--- src/sv/c3f_pkg.sv ---
// ----------------------------------------------------------------------------
// c3f_pkg
// Types, constants and helpers shared by the 3x3 image filter modules.
// ----------------------------------------------------------------------------
package c3f_pkg;

   localparam int MAX_WIDTH   = 1024;
   localparam int MAX_HEIGHT  = 1024;
   localparam int PIX_W       = 8;
   localparam int COEF_W      = 8;
   localparam int TAPS        = 3;
   localparam int WIN_SIZE    = TAPS * TAPS;
   localparam int ADDR_W      = $clog2(MAX_WIDTH);
   localparam int DIM_W       = 11;
   localparam int POS_W       = 10;
   localparam int CSR_W       = 24;
   localparam int CSR_IDX_W   = 3;
   localparam int OUT_W       = 20;
   localparam int PROD_W      = PIX_W + 1 + COEF_W;
   localparam int ROW_W       = PROD_W + 2;
   localparam int SUM_W       = PROD_W + 4;
   localparam int QUEUE_DEPTH = 4;
   localparam int QPTR_W      = $clog2(QUEUE_DEPTH);
   localparam int QCNT_W      = $clog2(QUEUE_DEPTH + 1);

   // register indexes
   localparam logic [CSR_IDX_W-1:0] CSR_KERNEL_TOP    = 3'd0;
   localparam logic [CSR_IDX_W-1:0] CSR_KERNEL_MID    = 3'd1;
   localparam logic [CSR_IDX_W-1:0] CSR_KERNEL_BOTTOM = 3'd2;
   localparam logic [CSR_IDX_W-1:0] CSR_IMAGE_WIDTH   = 3'd3;
   localparam logic [CSR_IDX_W-1:0] CSR_IMAGE_HEIGHT  = 3'd4;

   // reset values
   localparam logic [CSR_W-1:0] KERNEL_TOP_RST    = 24'h050403;
   localparam logic [CSR_W-1:0] KERNEL_MID_RST    = 24'h080706;
   localparam logic [CSR_W-1:0] KERNEL_BOTTOM_RST = 24'h0B0A09;
   localparam logic [DIM_W-1:0] IMAGE_WIDTH_RST   = 11'd6;
   localparam logic [DIM_W-1:0] IMAGE_HEIGHT_RST  = 11'd6;

   localparam logic [DIM_W-1:0] DIM_MIN    = 11'd3;
   localparam logic [DIM_W-1:0] WIDTH_MAX  = DIM_W'(MAX_WIDTH);
   localparam logic [DIM_W-1:0] HEIGHT_MAX = DIM_W'(MAX_HEIGHT);

   // first row / column whose window lies fully inside the frame
   localparam int FIRST_INNER = TAPS - 1;

   localparam logic signed [SUM_W-1:0] SUM_HI = SUM_W'((2 ** (OUT_W - 1)) - 1);
   localparam logic signed [SUM_W-1:0] SUM_LO = -SUM_W'(2 ** (OUT_W - 1));

   typedef struct packed {
      logic [WIN_SIZE-1:0][PIX_W-1:0] pix;
      logic [POS_W-1:0]               centre_row;
      logic [POS_W-1:0]               centre_col;
      logic                           last;
   } c3f_entry_type;

   // one coefficient of a kernel row, left column in the low byte
   function automatic logic [COEF_W-1:0] coef(input logic [CSR_W-1:0] row_reg,
                                              input int idx);
      return row_reg[idx*COEF_W +: COEF_W];
   endfunction

   // unsigned pixel times signed coefficient
   function automatic logic signed [PROD_W-1:0] mul(input logic [PIX_W-1:0] p,
                                                    input logic [COEF_W-1:0] c);
      logic signed [PROD_W-1:0] a;
      logic signed [PROD_W-1:0] b;
      a = $signed({{(PROD_W - PIX_W){1'b0}}, p});
      b = $signed({{(PROD_W - COEF_W){c[COEF_W-1]}}, c});
      return a * b;
   endfunction

endpackage

--- src/sv/c3f_back.sv ---
// ----------------------------------------------------------------------------
// c3f_back
// Nine products, row sums, total with saturation, held in the result register.
// ----------------------------------------------------------------------------
module c3f_back (
   input  logic                                           clock,
   input  logic                                           reset,
   input  logic [c3f_pkg::TAPS-1:0][c3f_pkg::CSR_W-1:0]   kernel,
   input  logic                                           pop_valid,
   output logic                                           pop_ready,
   input  c3f_pkg::c3f_entry_type                         pop_data,
   output logic                                           rsp_valid,
   input  logic                                           rsp_ready,
   output logic signed [c3f_pkg::OUT_W-1:0]               rsp_filtered_value,
   output logic [c3f_pkg::POS_W-1:0]                      rsp_centre_row,
   output logic [c3f_pkg::POS_W-1:0]                      rsp_centre_col,
   output logic                                           rsp_last_of_frame
);

   logic                               en1, en2, en3;
   logic                               b1_vld_ff, b2_vld_ff, rsp_vld_ff;
   logic signed [c3f_pkg::PROD_W-1:0]  prod_ff [c3f_pkg::WIN_SIZE];
   logic signed [c3f_pkg::PROD_W-1:0]  prod_in [c3f_pkg::WIN_SIZE];
   logic signed [c3f_pkg::ROW_W-1:0]   rsum_ff [c3f_pkg::TAPS];
   logic signed [c3f_pkg::ROW_W-1:0]   rsum_in [c3f_pkg::TAPS];
   logic signed [c3f_pkg::SUM_W-1:0]   total;
   logic signed [c3f_pkg::SUM_W-1:0]   sat;
   logic [c3f_pkg::POS_W-1:0]          b1_row_ff, b1_col_ff, b2_row_ff, b2_col_ff;
   logic                               b1_last_ff, b2_last_ff;

   // advance a stage when the one after it is empty or moving
   assign en3       = !rsp_vld_ff || rsp_ready;
   assign en2       = !b2_vld_ff || en3;
   assign en1       = !b1_vld_ff || en2;
   assign pop_ready = en1;
   assign rsp_valid = rsp_vld_ff;

   always_comb begin
      for (int r = 0; r < c3f_pkg::TAPS; r++) begin
         for (int c = 0; c < c3f_pkg::TAPS; c++) begin
            prod_in[r*c3f_pkg::TAPS + c] =
               c3f_pkg::mul(pop_data.pix[r*c3f_pkg::TAPS + c],
                            c3f_pkg::coef(kernel[r], c));
         end
      end
      for (int r = 0; r < c3f_pkg::TAPS; r++) begin
         rsum_in[r] = c3f_pkg::ROW_W'(prod_ff[r*c3f_pkg::TAPS]) +
                      c3f_pkg::ROW_W'(prod_ff[r*c3f_pkg::TAPS + 1]) +
                      c3f_pkg::ROW_W'(prod_ff[r*c3f_pkg::TAPS + 2]);
      end
      total = c3f_pkg::SUM_W'(rsum_ff[0]) + c3f_pkg::SUM_W'(rsum_ff[1]) +
              c3f_pkg::SUM_W'(rsum_ff[2]);
      if (total > c3f_pkg::SUM_HI) begin
         sat = c3f_pkg::SUM_HI;
      end else if (total < c3f_pkg::SUM_LO) begin
         sat = c3f_pkg::SUM_LO;
      end else begin
         sat = total;
      end
   end

   always_ff @(posedge clock) begin
      if (reset) begin
         b1_vld_ff  <= 1'b0;
         b2_vld_ff  <= 1'b0;
         rsp_vld_ff <= 1'b0;
      end else begin
         if (en1) begin
            b1_vld_ff <= pop_valid;
         end
         if (en2) begin
            b2_vld_ff <= b1_vld_ff;
         end
         if (en3) begin
            rsp_vld_ff <= b2_vld_ff;
         end
      end
   end

   always_ff @(posedge clock) begin
      if (en1 && pop_valid) begin
         prod_ff    <= prod_in;
         b1_row_ff  <= pop_data.centre_row;
         b1_col_ff  <= pop_data.centre_col;
         b1_last_ff <= pop_data.last;
      end
      if (en2 && b1_vld_ff) begin
         rsum_ff    <= rsum_in;
         b2_row_ff  <= b1_row_ff;
         b2_col_ff  <= b1_col_ff;
         b2_last_ff <= b1_last_ff;
      end
      if (en3 && b2_vld_ff) begin
         rsp_filtered_value <= sat[c3f_pkg::OUT_W-1:0];
         rsp_centre_row     <= b2_row_ff;
         rsp_centre_col     <= b2_col_ff;
         rsp_last_of_frame  <= b2_last_ff;
      end
   end

endmodule

--- config.mk ---
export PLATFORM = sky130hd
export DESIGN_NAME = c3f_back
export DESIGN_NICKNAME = d
export VERILOG_FILES = /design/src/sv/c3f_pkg.sv /design/src/sv/c3f_back.sv
export SDC_FILE = /design/constraint.sdc
export NUM_CORES = 2
export LEC_CHECK = 0
export ABC_AREA = 1
export BUFFER_PORTS_ARGS = -buffer_cell sky130_fd_sc_hd__buf_2
export CORE_MARGIN = 2
export CORE_UTILIZATION = 60
export CTS_CLUSTER_SIZE = 24
export DETAILED_ROUTE_END_ITERATION = 7
export PLACE_DENSITY = 0.79
export SLEW_MARGIN = 20
export SYNTH_ARGS = -nofsm -noshare
export SYNTH_HDL_FRONTEND = slang
export SYNTH_SLANG_ARGS = --single-unit
--- constraint.sdc ---
create_clock -name clock -period 6.1 [get_ports clock]
set_clock_uncertainty 0.1 [all_clocks]
set_input_delay 0.915 -clock clock [delete_from_list [all_inputs] [get_ports clock]]
set_output_delay 0.915 -clock clock [all_outputs]
set_load 0.03 [all_outputs]
==> run metrics <==
# resized after CTS 0; H-Tree Depth 1; synthesis-stage register bit count 296; Detailed Routing Iterations Pass 1 5; Worst Path Max Fanout 9; first-pass GRT wire length 120 mm; crit start category input pin; ratio of cells with drive above 1 in the final layout 0.0822; Hold Buf Count CTS 0; period utilization 0.798; # nets final 5132; placed cell area 36600 sq um; DR iter-0 viols 1265; IO Count 212; fin crit period 4870 ps; Worst path max stage delay 490 ps; clk sinks 296; WL final roughly 70 mm; clk buf depth 3; Worst Setup SP kernel[15]; vias per cell 5.09; part of the Yosys area used for sequential elements 0.253; Post-Synthesis Cells around 4000; RSZ-0062 raised after global routing no; gr usage total 0.243; Main synth FF type edfxtp_1; Layout area overhead 7.57%; initial antenna violation count 4; Synth Warn # 0; Die Wd 246 microns; Slew Viols, Final 0; # DRC 0; Worst Tran Pin Value 766 ps; Num CTS Buffers 31; syn_area_per_cell around 9 sq um; Die H 246 microns; number of synthesized flops with an enable pin 293; hold crit path type reg -> reg; synth cell count leaders inv_1, nand2_1, ha_1, fa_1, edfxtp_1; final instance area around 38000 sq um; GR Overflow Total 0; setup bufs post-CTS 0; Post-Route Setup TNS 0 ps; final setup violation count 0; Fmax 0.205 GHz; Routed WL per cell between 10 and 15 microns; Die ar. 60400 sq um; CTS clock-pin slew for the worst setup and hold paths approximately 60 ps; Finished Layout Cells 4891; Critical-path top delay cell fa_1; cell taking the most area after synthesis edfxtp_1; element type at the critical path end flip-flop; PwrDens around 520 nW/um^2; top cells by area, synth edfxtp_1, fa_1, ha_1; worst setup path category in -> reg; FF-to-FF End rsum_ff[36]; CTS tree done; R2R Setup Slk roughly 2800 ps; routability cong. 0.892; Final ANT Viol Nets 0; port buffer count 211; pin count of the biggest net entering global routing 94; crit-path cells buf_2 -> clkinv_1 -> or2_2 -> fa_1 -> fa_1 -> inv_1 -> fa_1 -> inv_1 -> fa_1 -> inv_1 -> ha_1 -> nand2_1 -> nor2_1 -> a211oi_1 -> o21ai_0 -> a21oi_1 -> inv_1 -> nand2_1 -> nand2_1; Worst-Skew Late Latency 560 ps; count leader, synth inv_1; vias in the first global route 25400; Cell variety after synth 39; vias after detailed routing 24900; endpoints failing hold 0; cell area after synthesis 35100 sq um; post-DP HPWL 58.5 mm; area share of the largest cell type after synthesis 0.251; critical path required time 6310 ps; total power 19.5 mW; Setup crit end prod_ff[133]; core area 57700 sq um; placed cells 4831; Cell Rows 88; ys async rst share 0; synthesized net count ~5000; CP arrival 5080 ps; Rel. slew slack 0.489; status completed; FF-to-FF Start prod_ff[52]; VDD IR-drop max 0.000340 V; max-cap violations 0; leak pwr 20.8 nW; cell chosen for the clock root clkbuf_16; Initial Util 0.608; Reg2Reg Depth 12
## stage by stage
| stage | setup WS, ps | utilization | hold WS (ps) |
|---|---|---|---|
| global route | 905 | 0.654 | 326 |
| detailed placement | 664 | 0.634 | 305 |
| finish | 1230 | 0.654 | 319 |
| global placement | 750 | 0.634 | 301 |
| CTS | 1240 | 0.654 | 319 |
| floorplan | 675 | - | 300 |
## final cells by class
type / count / area (sq um)
clock buffers: 36 / 795
multi-input cells: 2509 / 21700
repair buffers: 214 / 1090
well taps: 765 / 957
inverters: 1047 / 3940
diodes: 3 / 7.51
clock inverters: 21 / 335
fillers: 4712 / 20000
flip-flops and latches: 296 / 8860
## state kept, by name, summed over array words and instances, names as in the netlist, 10 cells and up
signal and count:
b2_col_ff 10, prod_ff 153, rsum_ff 57, rsp_centre_col 10
b2_row_ff 10, rsp_filtered_value 20, b1_col_ff 10, b1_row_ff 10
rsp_centre_row 10
## power breakdown
group | switching (mW) | leakage, nW | total (mW) | internal, mW
registers | 0.430 | 2.85 | 4.13 | 3.70
clock network | 0.779 | 0.550 | 2.09 | 1.31
logic | 8.24 | 17.4 | 13.3 | 5.07
## metal layers
metal	GRT usage	part of all wire
met5	0	0.00017
met4	0.0449	0.017
met3	0.0263	0.053
met2	0.421	0.49
met1	0.333	0.44
## placed cells by master (no fill, tap or decap), drive strengths merged, types with 36 or more instances in the layout
cell	instances
inv	1039
nand2	870
ha	457
fa	407
edfxtp	293
buf	214
nor2	174
a21oi	161
nand3	99
xor2	87
xnor2	68
o21ai	66
clkbuf	36
## critical path, delay by kind of cell
kind                     cells  cell delay [ps]
adder cells (fa/ha/maj)      5             2210
AND/OR/NAND/NOR              5              570
AO/OA/AOI/OAI                3              840
buffers and inverters        6              530
## logic make-up (layout without fill, tap and decap cells)
logic type      Yosys count  in the layout  synth area share
xor+xnor                155            155            0.0387
other cells               0              3                 0
compound gates          276            276            0.0430
buf+inv                1184           1318             0.128
flops                   296            296             0.253
fa+ha+maj               864            864             0.395
simple gates           1214           1214             0.143
## how the worst min path moves through the flow
stage / from / end / slack (ps) / depth (start not counted)
final: b2_row_ff[5] / rsp_centre_row[5] / 320 / 0
after global routing: b1_row_ff[8] / b2_row_ff[8] / 330 / 0
after CTS: b2_row_ff[5] / rsp_centre_row[5] / 320 / 0
after detailed placement: b2_row_ff[5] / rsp_centre_row[5] / 300 / 0
after global placement: b1_col_ff[5] / b2_col_ff[5] / 300 / 0
after floorplan: b1_col_ff[0] / b2_col_ff[0] / 300 / 0
Note: power is estimated with default switching activity, not from simulation.
