<file path="src/sv/c3f_pkg.sv">
// ----------------------------------------------------------------------------
// c3f_pkg
// Types, constants and helpers shared by the 3x3 image filter modules.
// ----------------------------------------------------------------------------
package c3f_pkg;

   localparam int MAX_WIDTH   = 1024;
   localparam int MAX_HEIGHT  = 1024;
   localparam int PIX_W       = 8;
   localparam int COEF_W      = 8;
   localparam int TAPS        = 3;
   localparam int WIN_SIZE    = TAPS * TAPS;
   localparam int ADDR_W      = $clog2(MAX_WIDTH);
   localparam int DIM_W       = 11;
   localparam int POS_W       = 10;
   localparam int CSR_W       = 24;
   localparam int CSR_IDX_W   = 3;
   localparam int OUT_W       = 20;
   localparam int PROD_W      = PIX_W + 1 + COEF_W;
   localparam int ROW_W       = PROD_W + 2;
   localparam int SUM_W       = PROD_W + 4;
   localparam int QUEUE_DEPTH = 4;
   localparam int QPTR_W      = $clog2(QUEUE_DEPTH);
   localparam int QCNT_W      = $clog2(QUEUE_DEPTH + 1);

   // register indexes
   localparam logic [CSR_IDX_W-1:0] CSR_KERNEL_TOP    = 3'd0;
   localparam logic [CSR_IDX_W-1:0] CSR_KERNEL_MID    = 3'd1;
   localparam logic [CSR_IDX_W-1:0] CSR_KERNEL_BOTTOM = 3'd2;
   localparam logic [CSR_IDX_W-1:0] CSR_IMAGE_WIDTH   = 3'd3;
   localparam logic [CSR_IDX_W-1:0] CSR_IMAGE_HEIGHT  = 3'd4;

   // reset values
   localparam logic [CSR_W-1:0] KERNEL_TOP_RST    = 24'h050403;
   localparam logic [CSR_W-1:0] KERNEL_MID_RST    = 24'h080706;
   localparam logic [CSR_W-1:0] KERNEL_BOTTOM_RST = 24'h0B0A09;
   localparam logic [DIM_W-1:0] IMAGE_WIDTH_RST   = 11'd6;
   localparam logic [DIM_W-1:0] IMAGE_HEIGHT_RST  = 11'd6;

   localparam logic [DIM_W-1:0] DIM_MIN    = 11'd3;
   localparam logic [DIM_W-1:0] WIDTH_MAX  = DIM_W'(MAX_WIDTH);
   localparam logic [DIM_W-1:0] HEIGHT_MAX = DIM_W'(MAX_HEIGHT);

   // first row / column whose window lies fully inside the frame
   localparam int FIRST_INNER = TAPS - 1;

   localparam logic signed [SUM_W-1:0] SUM_HI = SUM_W'((2 ** (OUT_W - 1)) - 1);
   localparam logic signed [SUM_W-1:0] SUM_LO = -SUM_W'(2 ** (OUT_W - 1));

   typedef struct packed {
      logic [WIN_SIZE-1:0][PIX_W-1:0] pix;
      logic [POS_W-1:0]               centre_row;
      logic [POS_W-1:0]               centre_col;
      logic                           last;
   } c3f_entry_type;

   // one coefficient of a kernel row, left column in the low byte
   function automatic logic [COEF_W-1:0] coef(input logic [CSR_W-1:0] row_reg,
                                              input int idx);
      return row_reg[idx*COEF_W +: COEF_W];
   endfunction

   // unsigned pixel times signed coefficient
   function automatic logic signed [PROD_W-1:0] mul(input logic [PIX_W-1:0] p,
                                                    input logic [COEF_W-1:0] c);
      logic signed [PROD_W-1:0] a;
      logic signed [PROD_W-1:0] b;
      a = $signed({{(PROD_W - PIX_W){1'b0}}, p});
      b = $signed({{(PROD_W - COEF_W){c[COEF_W-1]}}, c});
      return a * b;
   endfunction

endpackage

</file>
<file path="src/sv/c3f_queue.sv">
// ----------------------------------------------------------------------------
// c3f_queue
// Short queue of window transactions between front and back.
// ----------------------------------------------------------------------------
module c3f_queue (
   input  logic                          clock,
   input  logic                          reset,
   input  logic                          push_valid,
   input  c3f_pkg::c3f_entry_type        push_data,
   output logic                          pop_valid,
   input  logic                          pop_ready,
   output c3f_pkg::c3f_entry_type        pop_data,
   output logic [c3f_pkg::QCNT_W-1:0]    count
);

   c3f_pkg::c3f_entry_type            slot_ff [c3f_pkg::QUEUE_DEPTH];
   logic [c3f_pkg::QPTR_W-1:0]        wr_ptr_ff, rd_ptr_ff;
   logic [c3f_pkg::QCNT_W-1:0]        count_ff;
   logic                              do_pop;

   assign pop_valid = (count_ff != '0);
   assign pop_data  = slot_ff[rd_ptr_ff];
   assign count     = count_ff;
   assign do_pop    = pop_valid && pop_ready;

   always_ff @(posedge clock) begin
      if (reset) begin
         wr_ptr_ff <= '0;
         rd_ptr_ff <= '0;
         count_ff  <= '0;
      end else begin
         if (push_valid) begin
            wr_ptr_ff <= wr_ptr_ff + c3f_pkg::QPTR_W'(1);
         end
         if (do_pop) begin
            rd_ptr_ff <= rd_ptr_ff + c3f_pkg::QPTR_W'(1);
         end
         if (push_valid && !do_pop) begin
            count_ff <= count_ff + c3f_pkg::QCNT_W'(1);
         end else if (!push_valid && do_pop) begin
            count_ff <= count_ff - c3f_pkg::QCNT_W'(1);
         end
      end
   end

   always_ff @(posedge clock) begin
      if (push_valid) begin
         slot_ff[wr_ptr_ff] <= push_data;
      end
   end

endmodule

</file>
<file path="config.mk">
export PLATFORM = sky130hd
export DESIGN_NAME = c3f_queue
export DESIGN_NICKNAME = d
export VERILOG_FILES = /design/src/sv/c3f_pkg.sv /design/src/sv/c3f_queue.sv
export SDC_FILE = /design/constraint.sdc
export NUM_CORES = 1
export LEC_CHECK = 0
export BUFFER_PORTS_ARGS = -buffer_cell sky130_fd_sc_hd__buf_2
export CORE_MARGIN = 2
export CORE_UTILIZATION = 40
export DETAILED_ROUTE_END_ITERATION = 6
export PLACE_DENSITY = 0.6
export REMOVE_ABC_BUFFERS = 1
export SLEW_MARGIN = 20
export SYNTH_ARGS = -nofsm -noshare
export SYNTH_HDL_FRONTEND = slang
export SYNTH_SLANG_ARGS = --single-unit
</file>
<file path="constraint.sdc">
create_clock -name clock -period 4.1 [get_ports clock]
set_clock_uncertainty 0.2 [all_clocks]
set_input_delay 1.025 -clock clock [delete_from_list [all_inputs] [get_ports clock]]
set_output_delay 1.025 -clock clock [all_outputs]
set_load 0.02 [all_outputs]
</file>
==> impl_metrics.py, run 1 <==
metrics = {
    "cts": {
        "ctsHoldBuffers": 0,
        "path_clk_slew_ns": 0.06,
        "root_buffer": "clkbuf_16",
        "clk_latency_ns": 0.51,
        "clk_path_buf_depth": 3,
        "cts_made_buffers": 40,
        "post_cts_buffers": 0,
        "htree_levels": 2,
        "cts_sinks": 381,
        "ctsResizeCount": 0,
        "cts_tree": "yes",
    },
    "synthesis": {
        "ys_seq_area_frac": 0.820,
        "async_flop_share": 0,
        "ys_ff_latch": 381,
        "syn_area_per_cell_um2": 26.2,
        "syn_area_um2": 13800,
        "ys_warn_count": 0,
        "postSynthCellCount": 528,
        "synth_edf_count": 372,
        "ys.flop_type": "edfxtp_1",
        "yosysUniqueCellTypes": 20,
    },
    "power_and_ir_drop": {
        "swShare": 0.266,
        "cellPowerDensity_nw_per_um2": 625,
        "p_clk_frac": 0.339,
        "p_seq_frac": 0.440,
        "combPwrFrac": 0.221,
        "power_leakage_nw": 5.59,
        "p_int_w": 0.00769,
        "p_sw_w": 0.00278,
        "peakVddDrop_mv": 0.400,
    },
    "grt": {
        "grt_overflow": 0,
        "antenna_found_initial": 7,
        "grt_pass1_wl_um": 39900,
        "grt_pass1_vias": 6853,
        "grt_usage": 0.147,
        "grt_max_degree": 57,
    },
    "run_status": {
        "outcome": "complete, no violations",
    },
    "critical_path": {
        "cp_max_fo": 45,
        "endpoint_kind": "output port",
        "worst_ep_arrival_time_ns": 2.34,
        "crit_type": "flip-flop to output port",
        "cp.required_ns": 2.87,
        "startpoint_type": "flip-flop",
    },
    "routing": {
        "wl_per_cell_um": 21.5,
        "wl_um": 26600,
        "first_iter_violations": 417,
        "firstDrtPassIters": 6,
        "ant_nets": 0,
        "via_count": 6244,
        "post-route-drc-count": 0,
        "detail_route.vias_per_cell": 5.04,
    },
    "sta": {
        "rsz0062_at_grt": "false",
        "hold_viol_final": 0,
        "slew_violations": 0,
        "holdWs_ns": 0.336,
        "tightest_slew_ns": 0.633,
        "setup_violations": 0,
        "slew_headroom": 0.578,
        "fin_crit_sh": 0.870,
        "max_freq_ghz": 0.280,
        "fin_crit_ns": 3.57,
    },
    "floorplan": {
        "start_util": 0.404,
        "die_height_um": 190,
        "num_io_pins": 194,
        "core_area_um2": 34300,
        "dieArea_um2": 36100,
        "dieWidth_um": 190,
        "core.rowCount": 68,
    },
    "finish": {
        "layout-drive-gt1-share": 0.459,
        "nNetsFinal": 857,
        "mostFrequentLayoutCell": "edfxtp_1",
        "final_core_utilization": 0.488,
        "final_cell_mix": "edfxtp_1 (372), buf_2 (193), mux4_2 (93), clkbuf_16 (41), clkbuf_1 (9)",
        "synthToLayoutAreaGrowth_pct": 20.9,
    },
    "run": {
        "cap_violations": 0,
    },
    "placement": {
        "dp_hpwl_um": 16100,
        "finalWeightedCongestion": 0.714,
        "io_buffers": 193,
    },
    "min_path": {
        "holdCritPathClass": "flip-flop to flip-flop",
    },
}
==> metal layers <==
| metal | GRT usage | share of wire |
|---|---|---|
| met1 | 0.186 | 0.41 |
| met2 | 0.249 | 0.50 |
| met3 | 0.0411 | 0.068 |
| met4 | 0.0429 | 0.022 |
| met5 | 0 | 0.0016 |
==> sequential cells by signal, summed over array words and instances, names as in the netlist, named ones only <==
| register | count |
|---|---|
| count | 3 |
| rd_ptr_ff | 2 |
| slot_ff | 372 |
| wr_ptr_ff | 2 |
==> final cells by class <==
type | count | area [um2]
flip-flops and latches | 381 | 11400
inverters | 3 | 11.3
clock buffers | 52 | 1090
clock inverters | 16 | 219
fillers | 2793 | 17500
multi-input cells | 123 | 2340
diodes | 4 | 10.0
repair buffers | 205 | 1140
well taps | 455 | 569
==> logic make-up (layout without fill, tap and decap cells) <==
group,count (synthesis),count (layout),synth area share
and+or+nand+nor,13,13,0.00461
adders and majority gates,6,6,0.00596
other,0,4,0
xor gates and xnor gates,5,5,0.00316
DFF,381,381,0.820
buffers and inverters,24,276,0.0121
muxes,95,95,0.153
AOI/OAI and AO/OA,4,4,0.00190
==> cell usage after synthesis, drive strengths merged (2+ instances only) <==
master	n	area share
buf	18	0.010
edfxtp	372	0.81
nor2	7	0.0019
xor2	4	0.0025
dfxtp	9	0.013
and2	4	0.0018
inv	3	0.00081
mux2i	2	0.0014
mux4	93	0.15
ha	5	0.0045
or3	2	0.00090
clkbuf	3	0.00081
==> path summary, 6_finish.rpt <==
path | startpoint | endpoint | slack [ns] | depth (start not counted)
setup / recovery | flip-flop | pop_data[86] | 0.53 | 3
hold / removal | rd_ptr_ff[0] | rd_ptr_ff[0] | 0.34 | 2
setup reg to reg | count[1] | count[2] | 1.75 | 7
hold reg to reg | rd_ptr_ff[0] | rd_ptr_ff[0] | 0.34 | 2
==> per-stage QoR <==
step                      instances  setup slack, ns  setup TNS (ns)  power [W]  instance area [um2]
final                          1239            0.532               0     0.0105                16700
after global routing           1235            0.380               0     0.0109                16700
after CTS                      1235            0.455               0     0.0106                16700
after detailed placement       1167             1.01               0    0.00706                15400
after global placement         1167             1.04               0    0.00702                15400
after floorplan                 507            -1.74         -161.71    0.00633                13700
==> worst max-delay path: stages, from the launching register on <==
cell     delay [ns]
dfxtp_4        0.60
buf_12         0.40
mux4_2         0.60
buf_2          0.18
==> power groups by stage <==
stage | clock network [W] | registers, W | logic, W
after global routing | 0.00380 | 0.00463 | 0.00248
after CTS | 0.00365 | 0.00461 | 0.00237
after detailed placement | 0 | 0.00469 | 0.00237
final | 0.00355 | 0.00460 | 0.00231
after global placement | 0 | 0.00468 | 0.00234
after floorplan | 0 | 0.00488 | 0.00146
No activity file was read; power rests on OpenSTA's default activity.
==> inputs of run 2 (changes only) <==
--- a/config.mk
+++ b/config.mk
@@ -6,10 +6,12 @@
 export NUM_CORES = 1
 export LEC_CHECK = 0
 export BUFFER_PORTS_ARGS = -buffer_cell sky130_fd_sc_hd__buf_2
+export CELL_PAD_IN_SITES_DETAIL_PLACEMENT = 0
+export CELL_PAD_IN_SITES_GLOBAL_PLACEMENT = 1
 export CORE_MARGIN = 2
 export CORE_UTILIZATION = 40
 export DETAILED_ROUTE_END_ITERATION = 6
-export PLACE_DENSITY = 0.6
+export PLACE_DENSITY = 0.66
 export REMOVE_ABC_BUFFERS = 1
 export SLEW_MARGIN = 20
 export SYNTH_ARGS = -nofsm -noshare
==> run 2 against run 1 <==
Routed wire length down 0.89%. Hold slack worse by 0.016 ns. Via count shrank 1.1%. Final area down 0.69%. Critical path type unchanged.
==> impl_metrics.py, run 2 (same netlist as run 1, synthesis figures left out) <==
metrics = {
    "critical_path": {
        "r2r_end": "count[2]",
        "reg2regPathDepth": 7,
        "cp_max_fo": 38,
        "worst_ep_arrival_time_ns": 2.26,
        "endpoint_kind": "output port",
        "crit_type": "flip-flop to output port",
        "ff2ff_setup_slack_ns": 1.70,
        "cp.required_ns": 2.87,
        "r2r-start": "count[0]",
        "startpoint_type": "flip-flop",
    },
    "finish": {
        "largest_register_ffs": 372,
        "nNetsFinal": 860,
        "final_cells": 1241,
        "final_core_utilization": 0.485,
        "regMostFlops": "slot_ff",
        "synthToLayoutAreaGrowth_pct": 20.0,
        "final_cell_mix": "edfxtp_1 (372), buf_2 (193), mux4_2 (93), clkbuf_16 (41), clkinv_1 (11)",
        "mostFrequentLayoutCell": "edfxtp_1",
        "layout-drive-gt1-share": 0.457,
    },
    "run": {
        "cap_violations": 0,
    },
    "cts": {
        "path_clk_slew_ns": 0.06,
        "clk_latency_ns": 0.51,
        "cts_made_buffers": 40,
        "post_cts_buffers": 0,
        "ctsResizeCount": 0,
        "clk_path_buf_depth": 3,
        "htree_levels": 2,
        "ctsHoldBuffers": 0,
        "cts_sinks": 381,
        "cts_tree": "yes",
        "root_buffer": "clkbuf_16",
    },
    "sta": {
        "fin_crit_ns": 3.48,
        "tightest_slew_ns": 0.724,
        "max_freq_ghz": 0.287,
        "slew_headroom": 0.517,
        "setup_violations": 0,
        "fin_ws_ns": 0.616,
        "slew_violations": 0,
        "tns_ns": 0,
        "fin_crit_sh": 0.850,
        "hold_viol_final": 0,
        "rsz0062_at_grt": "false",
    },
    "routing": {
        "wl_um": 26400,
        "wl_per_cell_um": 21.3,
        "firstDrtPassIters": 4,
        "via_count": 6175,
        "post-route-drc-count": 0,
        "detail_route.vias_per_cell": 4.98,
        "ant_nets": 0,
        "first_iter_violations": 408,
    },
    "grt": {
        "antenna_found_initial": 5,
        "grt_usage": 0.147,
        "grt_pass1_vias": 6829,
        "grt_pass1_wl_um": 39800,
        "grt_max_degree": 51,
        "grt_overflow": 0,
    },
    "placement": {
        "finalWeightedCongestion": 0.701,
        "io_buffers": 193,
        "dpl.cell_count": 1170,
        "dp_hpwl_um": 16200,
        "pre_cts_ws_ns": 1.10,
    },
    "floorplan": {
        "dieWidth_um": 190,
        "die_height_um": 190,
        "num_io_pins": 194,
        "start_util": 0.404,
        "core.rowCount": 68,
        "dieArea_um2": 36100,
        "core_area_um2": 34300,
    },
    "min_path": {
        "hold_end": "rd_ptr_ff[1]",
        "holdPathStages": 2,
        "hold_start": "rd_ptr_ff[1]",
        "holdCritPathClass": "flip-flop to flip-flop",
    },
    "power_and_ir_drop": {
        "cellPowerDensity_nw_per_um2": 610,
        "power_leakage_nw": 5.54,
        "peakVddDrop_mv": 0.428,
    },
    "run_status": {
        "outcome": "complete, no violations",
    },
}
==> run 2: changes by cell type in the layout (fill, tap and decap cells not counted), sizes merged <==
cell | before | now
clkinv | 9 | 16
buf | 205 | 208
clkbuf | 52 | 47
bufinv | 5 | 1
inv | 3 | 4
==> run 2: power breakdown <==
part	switching [W]	internal, W
Combinational	0.00126	0.00102
Clock	0.00136	0.00188
Sequential	0.000137	0.00449
Total	0.00276	0.00738
==> run 2: stage by stage <==
stage	area, um2	total power, W	hold slack (ns)
final	16600	0.0101	0.320
after global routing	16600	0.0106	0.374
after CTS	16600	0.0103	0.327
after detailed placement	15400	0.00705	0.309
after global placement	15400	0.00701	0.311
after floorplan	13700	0.00633	0.285
==> run 2: critical path: stages (launching register included) <==
cell     delay, ns
dfxtp_4       0.58
buf_12        0.35
mux4_2        0.59
buf_2         0.18
==> run 2: how the worst max path moves through the flow <==
stage                    from            to  slack [ns]  depth (start not counted)
finish              flip-flop  pop_data[91]        0.62                          3
global route        flip-flop  pop_data[22]        0.45                          3
CTS                 flip-flop  pop_data[91]        0.55                          3
detailed placement  flip-flop  pop_data[70]        1.10                          3
global placement    flip-flop  pop_data[70]        1.11                          3
floorplan           flip-flop   pop_data[0]       -1.74                          1
==> run 2: layer usage <==
metal | track usage | wire length (um)
met3 | 0.0419 | 1900
met1 | 0.187 | 10800
met5 | 0 | 13
met2 | 0.249 | 13300
met4 | 0.0382 | 421
==> run 2: area by class of cell <==
cell class	count	area, um2
Clock buffer	47	1050
Tap cell	455	569
Antenna cell	4	10.0
Fill cell	2803	17700
Inverter	3	11.3
Multi-Input combinational cell	123	2340
Sequential cell	381	11400
Clock inverter	20	120
Timing Repair Buffer	208	1170
==> inputs of run 3 (changes only) <==
--- a/config.mk
+++ b/config.mk
@@ -5,13 +5,14 @@
 export SDC_FILE = /design/constraint.sdc
 export NUM_CORES = 1
 export LEC_CHECK = 0
+export ABC_AREA = 1
 export BUFFER_PORTS_ARGS = -buffer_cell sky130_fd_sc_hd__buf_2
 export CELL_PAD_IN_SITES_DETAIL_PLACEMENT = 0
 export CELL_PAD_IN_SITES_GLOBAL_PLACEMENT = 1
 export CORE_MARGIN = 2
 export CORE_UTILIZATION = 40
 export DETAILED_ROUTE_END_ITERATION = 6
-export PLACE_DENSITY = 0.66
+export PLACE_DENSITY = 0.72
 export REMOVE_ABC_BUFFERS = 1
 export SLEW_MARGIN = 20
 export SYNTH_ARGS = -nofsm -noshare
==> constraint.sdc (replaced) <==
create_clock -name clock -period 2.9 [get_ports clock]
set_clock_uncertainty 0.2 [all_clocks]
set_input_delay 0.725 -clock clock [delete_from_list [all_inputs] [get_ports clock]]
set_output_delay 0.725 -clock clock [all_outputs]
set_load 0.02 [all_outputs]
==> run 3 against run 2 <==
Synthesized area rose by 2.6%. Routed wire length rose by 26%. Sequential share of layout area fell by 2.4 points. Core utilization rose by 0.35 points. Final area rose by 3.7%. Setup slack got worse by 0.53 ns. Combinational power rose by 66%. Clock power rose by 48%. Sequential power rose by 38%.
==> impl_metrics.py, run 3 <==
metrics = {
    "routing": {
        "wl_per_cell_um": 20.2,
        "first_iter_violations": 554,
        "via_count": 8547,
        "wl_um": 33400,
        "post-route-drc-count": 0,
        "ant_nets": 0,
        "detail_route.vias_per_cell": 5.17,
        "firstDrtPassIters": 4,
    },
    "floorplan": {
        "dieArea_um2": 37000,
        "dieWidth_um": 192,
        "core.rowCount": 69,
        "num_io_pins": 194,
        "start_util": 0.402,
        "die_height_um": 192,
        "core_area_um2": 35300,
    },
    "grt": {
        "grt_max_degree": 97,
        "grt_overflow": 0,
        "grt_pass1_vias": 8287,
        "grt_usage": 0.169,
        "grt_pass1_wl_um": 47500,
        "antenna_found_initial": 2,
    },
    "cts": {
        "root_buffer": "clkbuf_16",
        "clk_path_buf_depth": 3,
        "htree_levels": 2,
        "path_clk_slew_ns": 0.06,
        "ctsHoldBuffers": 0,
        "clk_latency_ns": 0.52,
        "cts_tree": "yes",
        "cts_sinks": 381,
        "cts_made_buffers": 40,
    },
    "synthesis": {
        "synth_top_area_share": 0.786,
        "async_flop_share": 0,
        "synth_edf_count": 372,
        "yosysUniqueCellTypes": 19,
        "synthTopCellsByCount": "edfxtp_1 (372), nor2_1 (192), o21ai_0 (139)",
        "synth.most_common_cell": "edfxtp_1",
        "ys_ff_latch": 381,
        "syn_area_per_cell_um2": 14.8,
        "ys.flop_type": "edfxtp_1",
        "synth_area_leaders": "edfxtp_1 (79%), nor2_1 (5.1%), o21ai_0 (4.9%)",
        "syn_area_um2": 14200,
        "ys_warn_count": 0,
        "ys_seq_area_frac": 0.799,
        "postSynthCellCount": 961,
        "synth_largest_area_cell": "edfxtp_1",
    },
    "sta": {
        "rsz0062_at_grt": "true",
        "fin_crit_ns": 2.81,
        "max_freq_ghz": 0.355,
        "tightest_slew_ns": 0.470,
        "hold_viol_final": 0,
        "slew_headroom": 0.687,
        "fin_crit_sh": 0.971,
        "setup_violations": 0,
        "slew_violations": 0,
    },
    "finish": {
        "synthToLayoutAreaGrowth_pct": 21.4,
        "final_core_utilization": 0.488,
        "regMostFlops": "slot_ff",
        "regArea_um2": 11400,
        "largest_register_ffs": 372,
        "nFillCells": 3007,
        "nNetsFinal": 1270,
        "layout-drive-gt1-share": 0.238,
        "finalInstanceArea_um2": 17200,
        "multi_input_area_um2": 2440,
        "mostFrequentLayoutCell": "edfxtp_1",
        "final_cell_mix": "edfxtp_1 (372), nor2_1 (192), buf_2 (190), o21ai_0 (138), o22ai_1 (93)",
    },
    "run": {
        "cap_violations": 0,
    },
    "placement": {
        "io_buffers": 193,
        "dp_hpwl_um": 17500,
        "finalWeightedCongestion": 0.721,
        "dpl_cell_area_um2": 15800,
    },
    "critical_path": {
        "worst_ep_arrival_time_ns": 1.89,
        "endpoint_kind": "output port",
        "cp_max_fo": 45,
        "startpoint_type": "flip-flop",
        "cp.required_ns": 1.98,
        "crit_type": "flip-flop to output port",
    },
    "power_and_ir_drop": {
        "p_int_w": 0.0104,
        "swShare": 0.307,
        "p_sw_w": 0.00459,
        "cellPowerDensity_nw_per_um2": 868,
        "power_leakage_nw": 6.07,
        "p_clk_frac": 0.320,
        "peakVddDrop_mv": 0.502,
        "p_seq_frac": 0.428,
        "p_total_w": 0.0150,
        "combPwrFrac": 0.252,
    },
    "run_status": {
        "outcome": "complete, no violations",
    },
    "min_path": {
        "holdCritPathClass": "input port to flip-flop",
    },
}
[run 3: through the flow]
step                setup slack (ns)  instances  hold slack, ns  TNS (ns)
floorplan                      -3.03        901           0.259   -391.30
global placement               0.542       1581           0.292         0
detailed placement             0.497       1581           0.299         0
CTS                          -0.0156       1648           0.185   -0.0510
global route                 -0.0198       1652           0.190   -0.0388
finish                        0.0851       1654           0.214         0
[run 3: layer usage]
layer	share of wire	vias to the layer above	global-route usage
li1	-	4033	-
met1	0.44	4270	0.223
met2	0.49	195	0.283
met3	0.056	47	0.0407
met4	0.014	2	0.0423
met5	0.00039	-	0
[run 3: what timing repair did]
item	in CTS	in global routing
pin swaps	0	0
gates cloned	1	3
setup endpoints to repair	8	76
resized for setup	1	11
setup buffers	0	1
[run 3: critical path: stages (launching register included)]
cell and delay (ns):
dfxtp_4 0.39, buf_12 0.15, buf_16 0.21, o21ai_0 0.13, o22ai_1 0.23, buf_2 0.22
[run 3: power groups by stage]
stage | sequential (W) | clock, W | combinational (W)
final | 0.00640 | 0.00478 | 0.00377
after global routing | 0.00643 | 0.00513 | 0.00411
after CTS | 0.00640 | 0.00490 | 0.00362
after detailed placement | 0.00652 | 0 | 0.00356
after global placement | 0.00651 | 0 | 0.00352
after floorplan | 0.00670 | 0 | 0.00193
[run 3: kinds of logic after synthesis]
| kind of cell | Yosys count | share of synthesized area |
|---|---|---|
| xor+xnor | 1 | 0.000617 |
| simple gates | 210 | 0.0558 |
| buf+inv | 76 | 0.0294 |
| flops | 381 | 0.799 |
| compound gates | 287 | 0.109 |
| fa+ha+maj | 6 | 0.00581 |
[run 3: cell type report]
class,instances,share of cell area
clock buffers,49,0.0612
inverters,16,0.00479
flip-flops and latches,381,0.659
multi-input cells,504,0.141
repair buffers,224,0.0914
clock inverters,17,0.00885
well taps,461,0.0335
diodes,2,0.000290
[run 3: worst paths after layout]
check                                   start             end  slack (ns)  depth (start not counted)
worst max-delay path                flip-flop    pop_data[14]        0.09                          5
worst min-delay path            push_data[69]  slot_ff[0][69]        0.21                          1
worst max register to register       count[1]        count[2]        0.88                         12
worst min register to register   rd_ptr_ff[1]       flip-flop        0.30                          2
